--- src/hw/rtl/bcba_pkg.sv ---
// ----------------------------------------------------------------------------
// bcba_pkg
// Shared types and constants of the contiguous block allocator.
// ----------------------------------------------------------------------------
`timescale 1ns / 1ps
`default_nettype none

package bcba_pkg;

  // occupancy bits held in one memory word
  localparam int SEG_W  = 16;
  localparam int SEG_SH = $clog2(SEG_W);

  // request and result field widths
  localparam int LEN_W = 11;
  localparam int BLK_W = 10;
  // free-run counter: below the request length plus one word of growth
  localparam int RUN_W = LEN_W + 1;

  localparam int DEF_BLOCKS   = 1024;
  localparam int DEF_RESERVED = 1;

  localparam logic KIND_ALLOC   = 1'b0;
  localparam logic KIND_RELEASE = 1'b1;

  localparam logic STATUS_OK    = 1'b0;
  localparam logic STATUS_NOFIT = 1'b1;

  typedef enum logic [2:0] {
    ST_CLEAR,
    ST_IDLE,
    ST_SCAN,
    ST_LOAD,
    ST_SWEEP,
    ST_RESULT
  } state_t;

  typedef struct packed {
    logic              hit;
    logic [SEG_SH-1:0] pos;
    logic [RUN_W-1:0]  run;
  } scan_res_t;

endpackage

`default_nettype wire

--- src/hw/rtl/bitmap_contiguous_block_allocator_unit.sv ---
// ----------------------------------------------------------------------------
// bitmap_contiguous_block_allocator_unit
// First-fit contiguous block allocator over a one-bit-per-block map kept in
// a word-wide memory.
// ----------------------------------------------------------------------------
//  channel   dir  tdata                               tuser
//  s_*       in   run_length[10:0] first_block[20:11] kind
//  m_*       out  run_start[9:0]                      status
//
//  allocate: scans map words up to the fit, then loads and sweeps the words
//  of the run before the result step; the map is read one word a cycle.
//  release: loads, sweeps the words covered, then the result; empty or
//  clipped-away releases go straight to the result. after reset a clearing
//  pass writes every map word; s_tready stays low until it ends. a stalled
//  result holds the block in its result step; one request is in work at a time.
// ----------------------------------------------------------------------------
`timescale 1ns / 1ps
`default_nettype none

module bitmap_contiguous_block_allocator_unit #(
  parameter int BLOCKS   = bcba_pkg::DEF_BLOCKS,
  parameter int RESERVED = bcba_pkg::DEF_RESERVED
) (
  input  logic        clk,
  input  logic        rst,
  input  logic        s_tvalid,
  output logic        s_tready,
  input  logic [23:0] s_tdata,   // run_length[10:0], first_block[20:11], zero
  input  logic        s_tuser,   // kind
  output logic        m_tvalid,
  input  logic        m_tready,
  output logic [15:0] m_tdata,   // run_start[9:0], zero
  output logic        m_tuser    // status
);
  import bcba_pkg::*;

  localparam int NWORDS = (BLOCKS + SEG_W - 1) / SEG_W;
  localparam int AW     = (NWORDS > 1) ? $clog2(NWORDS) : 1;
  localparam int BW     = $clog2(NWORDS * SEG_W + 1);

  logic [SEG_W-1:0] mem [NWORDS];
  logic [SEG_W-1:0] rdata;
  logic [AW-1:0]    raddr;
  logic             we;
  logic [AW-1:0]    waddr;
  logic [SEG_W-1:0] wdata;

  state_t state, state_next;

  logic [AW-1:0]    cur;
  logic [AW-1:0]    hlast;
  logic [RUN_W-1:0] run;
  logic [BW-1:0]    lo;
  logic [BW-1:0]    hi;
  logic             op;
  logic [LEN_W-1:0] len_r;
  logic             status_r;
  logic [BLK_W-1:0] start_r;

  logic             in_kind;
  logic [LEN_W-1:0] in_len;
  logic [BLK_W-1:0] in_first;
  logic             accept;
  logic             alloc_bad;
  logic             rel_skip;
  logic [LEN_W:0]   rel_sum;
  logic [BW-1:0]    rel_hi;

  logic [SEG_W-1:0] pad_used;
  logic [SEG_W-1:0] run_mask;
  logic [SEG_W-1:0] init_word;
  logic [BW-1:0]    hit_endp1;
  scan_res_t        scan;
  logic             out_free;

  assign in_len   = s_tdata[LEN_W-1:0];
  assign in_first = s_tdata[LEN_W+BLK_W-1:LEN_W];
  assign in_kind  = s_tuser;
  assign accept   = s_tvalid && s_tready;
  assign out_free = !m_tvalid || m_tready;

  assign alloc_bad = (in_len == '0) || (32'(in_len) > BLOCKS);
  assign rel_skip  = (in_len == '0) || (32'(in_first) >= BLOCKS);
  assign rel_sum   = {1'b0, in_len} + (LEN_W + 1)'(in_first);
  assign rel_hi    = (32'(rel_sum) > BLOCKS) ? BW'(BLOCKS) : BW'(rel_sum);

  // per-bit masks of the word at cur
  always_comb begin
    for (int b = 0; b < SEG_W; b++) begin
      pad_used[b]  = (32'({cur, SEG_SH'(b)}) >= BLOCKS);
      run_mask[b]  = (BW'({cur, SEG_SH'(b)}) >= lo) && (BW'({cur, SEG_SH'(b)}) < hi);
      init_word[b] = (32'({cur, SEG_SH'(b)}) < RESERVED);
    end
  end

  bcba_word_scan u_scan (
    .used  (rdata | pad_used),
    .carry (run),
    .len   (len_r),
    .res   (scan)
  );

  assign hit_endp1 = BW'({cur, scan.pos}) + BW'(1);

  // memory
  always_ff @(posedge clk) begin
    if (we) begin
      mem[waddr] <= wdata;
    end
    rdata <= mem[raddr];
  end

  // next state
  always_comb begin
    state_next = state;
    unique case (state)
      ST_CLEAR: begin
        if (cur == AW'(NWORDS - 1)) state_next = ST_IDLE;
      end
      ST_IDLE: begin
        if (accept) begin
          if (in_kind == KIND_ALLOC) begin
            state_next = alloc_bad ? ST_RESULT : ST_SCAN;
          end else begin
            state_next = rel_skip ? ST_RESULT : ST_LOAD;
          end
        end
      end
      ST_SCAN: begin
        if (scan.hit)                        state_next = ST_LOAD;
        else if (cur == AW'(NWORDS - 1))     state_next = ST_RESULT;
      end
      ST_LOAD:  state_next = ST_SWEEP;
      ST_SWEEP: begin
        if (cur == hlast) state_next = ST_RESULT;
      end
      ST_RESULT: begin
        if (out_free) state_next = ST_IDLE;
      end
      default: state_next = ST_CLEAR;
    endcase
  end

  // outputs and memory control
  always_comb begin
    s_tready = 1'b0;
    raddr    = cur + AW'(1);
    we       = 1'b0;
    waddr    = cur;
    wdata    = init_word;
    unique case (state)
      ST_CLEAR: we = 1'b1;
      ST_IDLE: begin
        s_tready = 1'b1;
        raddr    = '0;
      end
      ST_SCAN: ;
      ST_LOAD: raddr = AW'(lo >> SEG_SH);
      ST_SWEEP: begin
        we    = 1'b1;
        wdata = (op == KIND_ALLOC) ? (rdata | run_mask) : (rdata & ~run_mask);
      end
      ST_RESULT: ;
      default: ;
    endcase
  end

  always_ff @(posedge clk) begin
    if (rst) begin
      state    <= ST_CLEAR;
      cur      <= '0;
      m_tvalid <= 1'b0;
    end else begin
      state <= state_next;
      if (state == ST_RESULT && out_free) begin
        m_tvalid <= 1'b1;
      end else if (m_tready) begin
        m_tvalid <= 1'b0;
      end
      unique case (state)
        ST_CLEAR: begin
          cur <= cur + AW'(1);
        end
        ST_IDLE: begin
          if (accept) begin
            op       <= in_kind;
            len_r    <= in_len;
            cur      <= '0;
            run      <= '0;
            start_r  <= '0;
            lo       <= BW'(in_first);
            hi       <= rel_hi;
            status_r <= (in_kind == KIND_ALLOC && alloc_bad) ? STATUS_NOFIT : STATUS_OK;
          end
        end
        ST_SCAN: begin
          if (scan.hit) begin
            lo      <= hit_endp1 - BW'(len_r);
            hi      <= hit_endp1;
            start_r <= BLK_W'(hit_endp1 - BW'(len_r));
          end else if (cur == AW'(NWORDS - 1)) begin
            status_r <= STATUS_NOFIT;
          end else begin
            run <= scan.run;
            cur <= cur + AW'(1);
          end
        end
        ST_LOAD: begin
          cur   <= AW'(lo >> SEG_SH);
          hlast <= AW'((hi - BW'(1)) >> SEG_SH);
        end
        ST_SWEEP: begin
          cur <= cur + AW'(1);
        end
        ST_RESULT: begin
          if (out_free) begin
            m_tuser  <= status_r;
            m_tdata  <= {(16 - BLK_W)'(0), start_r};
          end
        end
        default: ;
      endcase
    end
  end

  // a request always leaves the idle state
  a_accept_leaves_idle: assert property (@(posedge clk) disable iff (rst)
    accept |=> (state != ST_IDLE))
    else $error("accepted request did not start work");

  // carried free run never reaches the request length without a hit
  a_scan_run_short: assert property (@(posedge clk) disable iff (rst)
    (state == ST_SCAN) |-> (run < RUN_W'(len_r)))
    else $error("scan carry reached request length");

  // the sweep stays inside the run
  a_sweep_bounds: assert property (@(posedge clk) disable iff (rst)
    (state == ST_SWEEP) |-> (cur <= hlast))
    else $error("sweep ran past the last word of the run");

  // a no-fit result carries a zero start block
  a_nofit_zero: assert property (@(posedge clk) disable iff (rst)
    (m_tvalid && (m_tuser == STATUS_NOFIT)) |-> (m_tdata == '0))
    else $error("no-fit result with nonzero start block");

  // a result is loaded only from the result step
  a_result_source: assert property (@(posedge clk) disable iff (rst)
    $rose(m_tvalid) |-> ($past(state) == ST_RESULT))
    else $error("result appeared outside the result step");

endmodule

`default_nettype wire

--- src/hw/rtl/bcba_word_scan.sv ---
// ----------------------------------------------------------------------------
// bcba_word_scan
// Finds the first bit of one map word at which the free run reaches the
// requested length, given the free run carried in from lower words.
// ----------------------------------------------------------------------------
`timescale 1ns / 1ps
`default_nettype none

module bcba_word_scan (
  input  logic [bcba_pkg::SEG_W-1:0] used,
  input  logic [bcba_pkg::RUN_W-1:0] carry,
  input  logic [bcba_pkg::LEN_W-1:0] len,
  output bcba_pkg::scan_res_t        res
);
  import bcba_pkg::*;

  logic [RUN_W-1:0] run_v [SEG_W];
  logic [SEG_W-1:0] hit_v;

  // free run ending at each bit: from the last used bit, or the carry
  always_comb begin
    for (int i = 0; i < SEG_W; i++) begin
      run_v[i] = carry + RUN_W'(i + 1);
      for (int j = 0; j <= i; j++) begin
        if (used[j]) begin
          run_v[i] = RUN_W'(i - j);
        end
      end
      hit_v[i] = (run_v[i] >= RUN_W'(len));
    end
  end

  always_comb begin
    res.hit = |hit_v;
    res.pos = '0;
    for (int i = SEG_W - 1; i >= 0; i--) begin
      if (hit_v[i]) begin
        res.pos = SEG_SH'(i);
      end
    end
    res.run = run_v[SEG_W-1];
  end

endmodule

`default_nettype wire
--- config.mk ---
export PLATFORM = sky130hd
export DESIGN_NAME = bitmap_contiguous_block_allocator_unit
export DESIGN_NICKNAME = d
export VERILOG_FILES = /design/src/hw/rtl/bcba_pkg.sv /design/src/hw/rtl/bitmap_contiguous_block_allocator_unit.sv /design/src/hw/rtl/bcba_word_scan.sv
export SDC_FILE = /design/constraint.sdc
export NUM_CORES = 2
export LEC_CHECK = 0
export BUFFER_PORTS_ARGS = -buffer_cell sky130_fd_sc_hd__buf_2
export CELL_PAD_IN_SITES_DETAIL_PLACEMENT = 0
export CELL_PAD_IN_SITES_GLOBAL_PLACEMENT = 1
export CORE_MARGIN = 3
export CORE_UTILIZATION = 50
export CTS_CLUSTER_SIZE = 12
export DETAILED_ROUTE_END_ITERATION = 8
export GPL_TIMING_DRIVEN = 1
export PLACE_DENSITY_LB_ADDON = 0.1
export SLEW_MARGIN = 30
export SYNTH_ARGS = -nofsm -noshare
export SYNTH_HDL_FRONTEND = slang
export SYNTH_SLANG_ARGS = --single-unit
--- constraint.sdc ---
create_clock -name clk -period 16.7 [get_ports clk]
set_input_delay 0.835 -clock clk [delete_from_list [all_inputs] [get_ports clk]]
set_output_delay 0.835 -clock clk [all_outputs]
set_load 0.02 [all_outputs]
==> metrics.md <==
| Metric | Value |
|---|---|
| Die Wd | `335.0 um` |
| I/O pin cnt | `48` |
| Worst skew pair latency | `between 700 and 800 ps` |
| Worst slew pin tran | `967.2 ps` |
| Vias in the first global route | `34,360` |
| Grt ovf | `0` |
| Reg2reg start | `run[2]` |
| Drt total wl | `149,200 um` |
| Share of cells above drive strength 1 | `0.08796` |
| DRC | `0` |
| Die height | `approximately 340 um` |
| Initial antenna violation count | `1` |
| Crit path time final | `8446 ps` |
| Via count | `between 30,000 and 40,000` |
| Min-delay src | `s_tdata[7]` |
| Total power draw | `7.054 mW` |
| First-pass GRT wire length | `221,000 um` |
| Relative slew slack | `0.3528` |
| Number of fillers in the final layout | `9,009` |
| P_leak | `21.14 nW` |
| Post-synth EDFFs | `1,098` |
| Starting Density | `0.5050` |
| Area contributors post-synth | `edfxtp_1, a211oi_1, ha_1, nand2_1, and2_1` |
| Placeable Area | `107,200 sq um` |
| Total Neg Setup Slack | `0 ps` |
| Synth Instances | `4,520` |
| Critical Path Start Type | `flop` |
| Unrepaired setup endpoints after global routing | `false` |
| Top-count cell post-synth | `edfxtp_1` |
| Port bufs | `38` |
| Root Buffer | `clkbuf_16` |
| Cell area after synthesis | `54,130 sq um` |
| CTS max path bufs | `3` |
| Max Slew Vio Count | `0` |
| WP data arrival | `8860 ps` |
| Share of the synthesized area in the top cell type | `0.6091` |
| Req. time, crit path | `17,110 ps` |
| Top FF cell, synth | `edfxtp_1` |
| Power Density | `between 100 and 150 nW/um^2` |
| Post-DP HPWL | `87,590 um` |
| Max-cap violations | `0` |
| Area leader, netlist | `edfxtp_1` |
| Syn Area/Cell | `11.98 sq um` |
| Final period util | `0.5057` |
| Setup bufs post-CTS | `0` |
| Top post-synthesis cells by count | `edfxtp_1, nand2_1, a211oi_1` |
| Pre-antenna DRT Iters | `6` |
| Die Area | `112,300 sq um` |
| Crit end category | `flop` |
| CTS Hold Bufs | `0` |
| Ys Warns | `0` |
| Clock transition at path regs | `70 ps` |
| Peak Freq | `118.4 MHz` |
| Fin. Hold Viols | `0` |
| Worst hold stages | `1` |
| Synth cell types | `85` |
| Max IR drop VDD | `~0.00012 V` |
| R2R depth | `27` |
| Rows | `120` |
| #FFs+latches synth | `1,124` |
| DR WL/cell | `24.88 um` |
| Tot GR Track Use | `0.2624` |
| Worst Skew | `58.05 ps` |
| CTS resizes | `0` |
| H-tree levels | `3` |
| Final #Nets | `4,766` |
| DRT antenna net count | `0` |
| Status | `finished clean` |
| CTS Buf Count | `116` |
| Reg-to-reg slack, setup | `8250 ps` |
| Largest net degree at the start of global routing | `195` |
| Endpoint of the worst register-to-register path | `lo[10]` |
| DRT iter0 DRCs | `3,076` |
| Setup violations, final | `0` |
| RePlAce Congestion | `0.9109` |
| Sink Count | `approximately 1,100` |
| Crit-path max FO | `14` |
| Hold EP | `len_r[7]` |
| Setup crit start | `run[2]` |
| Area Overhead vs Synth | `10.40%` |
| Vias per cell | `around 6` |
| Critical path type | `reg2reg` |
| Asr flop ratio synth | `0` |
| Sequential share of the synthesized area | `0.6187` |
| CTS tree | `done` |
| Hold Crit Class | `in2reg` |
==> through the flow <==
step / hold WS [ps] / std cells / util / instance area [sq um] / worst slack (ps)
2_1_floorplan: 400.3 / 4525 / - / 54150 / 10170
3_3_place_gp: 403.1 / 5790 / 0.5247 / 56250 / 8453
3_5_place_dp: 406.1 / 5792 / 0.5251 / 56300 / 8423
4_1_cts: 332.7 / 5996 / 0.5574 / 59750 / 8372
5_1_grt: 355.2 / 5996 / 0.5574 / 59760 / 7796
6_report: 378.3 / 5998 / 0.5575 / 59760 / 8254
==> critical path, cell delays in order, from the launching register on <==
cell       delay (ps)
edfxtp_1          820
inv_1             320
ha_1              280
a21oi_1           660
nor2b_1           130
xnor2_1           170
nor2_1             60
ha_1              310
a21o_1            160
a2111oi_0         340
o21ai_0           180
a221oi_1          640
o211ai_1          440
a311o_1           500
a31oi_1           430
ha_1              220
inv_1              60
nor3b_2           420
xnor2_1           210
ha_1              300
a21boi_0          150
o21ai_0           260
a21boi_0          170
o21a_1            230
o2111a_1          230
a211oi_1          270
xor2_1            180
nor2_1             50
==> layout make-up <==
type	instances	area, sq um	share of cell area
antenna	2	5.005	0.00008374
clock buffer	159	3115	0.05213
clock inverter	45	340.3	0.005694
inverter	71	266.5	0.004459
multi-input combinational	3007	19410	0.3247
sequential	1124	33490	0.5604
tap	1403	1755	0.02937
timing repair buffer	187	1383	0.02313
==> layout by cell type (no fill, tap or decap), types with 85 or more instances in the layout <==
cell type / instances
a211oi_1: 390
a21oi_1: 242
a311oi_1: 129
a31oi_1: 147
and2_1: 243
buf_4: 142
clkbuf_16: 117
edfxtp_1: 1098
ha_1: 228
nand2_1: 615
nor2_1: 262
o21ai_0: 85
==> state kept, by name, summed over array words and instances, names as in the netlist <==
signal / flops
len_r: 11
m_tuser: 1
m_tvalid: 1
state: 3
hlast: 6
mem: 1024
m_tdata: 10
hi: 11
start_r: 10
op: 1
run: 12
lo: 11
rdata: 16
status_r: 1
cur: 6
==> kinds of logic after synthesis <==
| logic type | count (synthesis) | synth area share |
|---|---|---|
| AO/OA/AOI/OAI | 1180 | 0.1504 |
| buffers and inverters | 394 | 0.02868 |
| flip-flops | 1124 | 0.6187 |
| XOR/XNOR | 120 | 0.01942 |
| AND/OR/NAND/NOR | 1465 | 0.1282 |
| other | 1 | 0.00006927 |
| multiplexers | 6 | 0.001133 |
| adder cells (fa/ha/maj) | 230 | 0.05344 |
==> power by group <==
group	switching, mW	internal, mW	total, mW
Combinational	1.04	0.385	1.43
Sequential	0.0943	3.16	3.26
Clock	1.05	1.32	2.37
Total	2.19	4.86	7.05
==> how the worst max path moves through the flow <==
stage | to | slack, ps
floorplan | lo[10] | 10170
global placement | lo[10] | 8450
detailed placement | lo[10] | 8420
CTS | lo[10] | 8370
global route | lo[10] | 7800
finish | lo[10] | 8250
==> routing by layer <==
| metal | routed length (um) | global-route usage |
|---|---|---|
| met5 | 0 | 0 |
| met4 | 4795 | 0.08402 |
| met3 | 8016 | 0.03063 |
| met2 | 71910 | 0.4386 |
| met1 | 64480 | 0.3601 |
(Power assumes the default switching activity.)
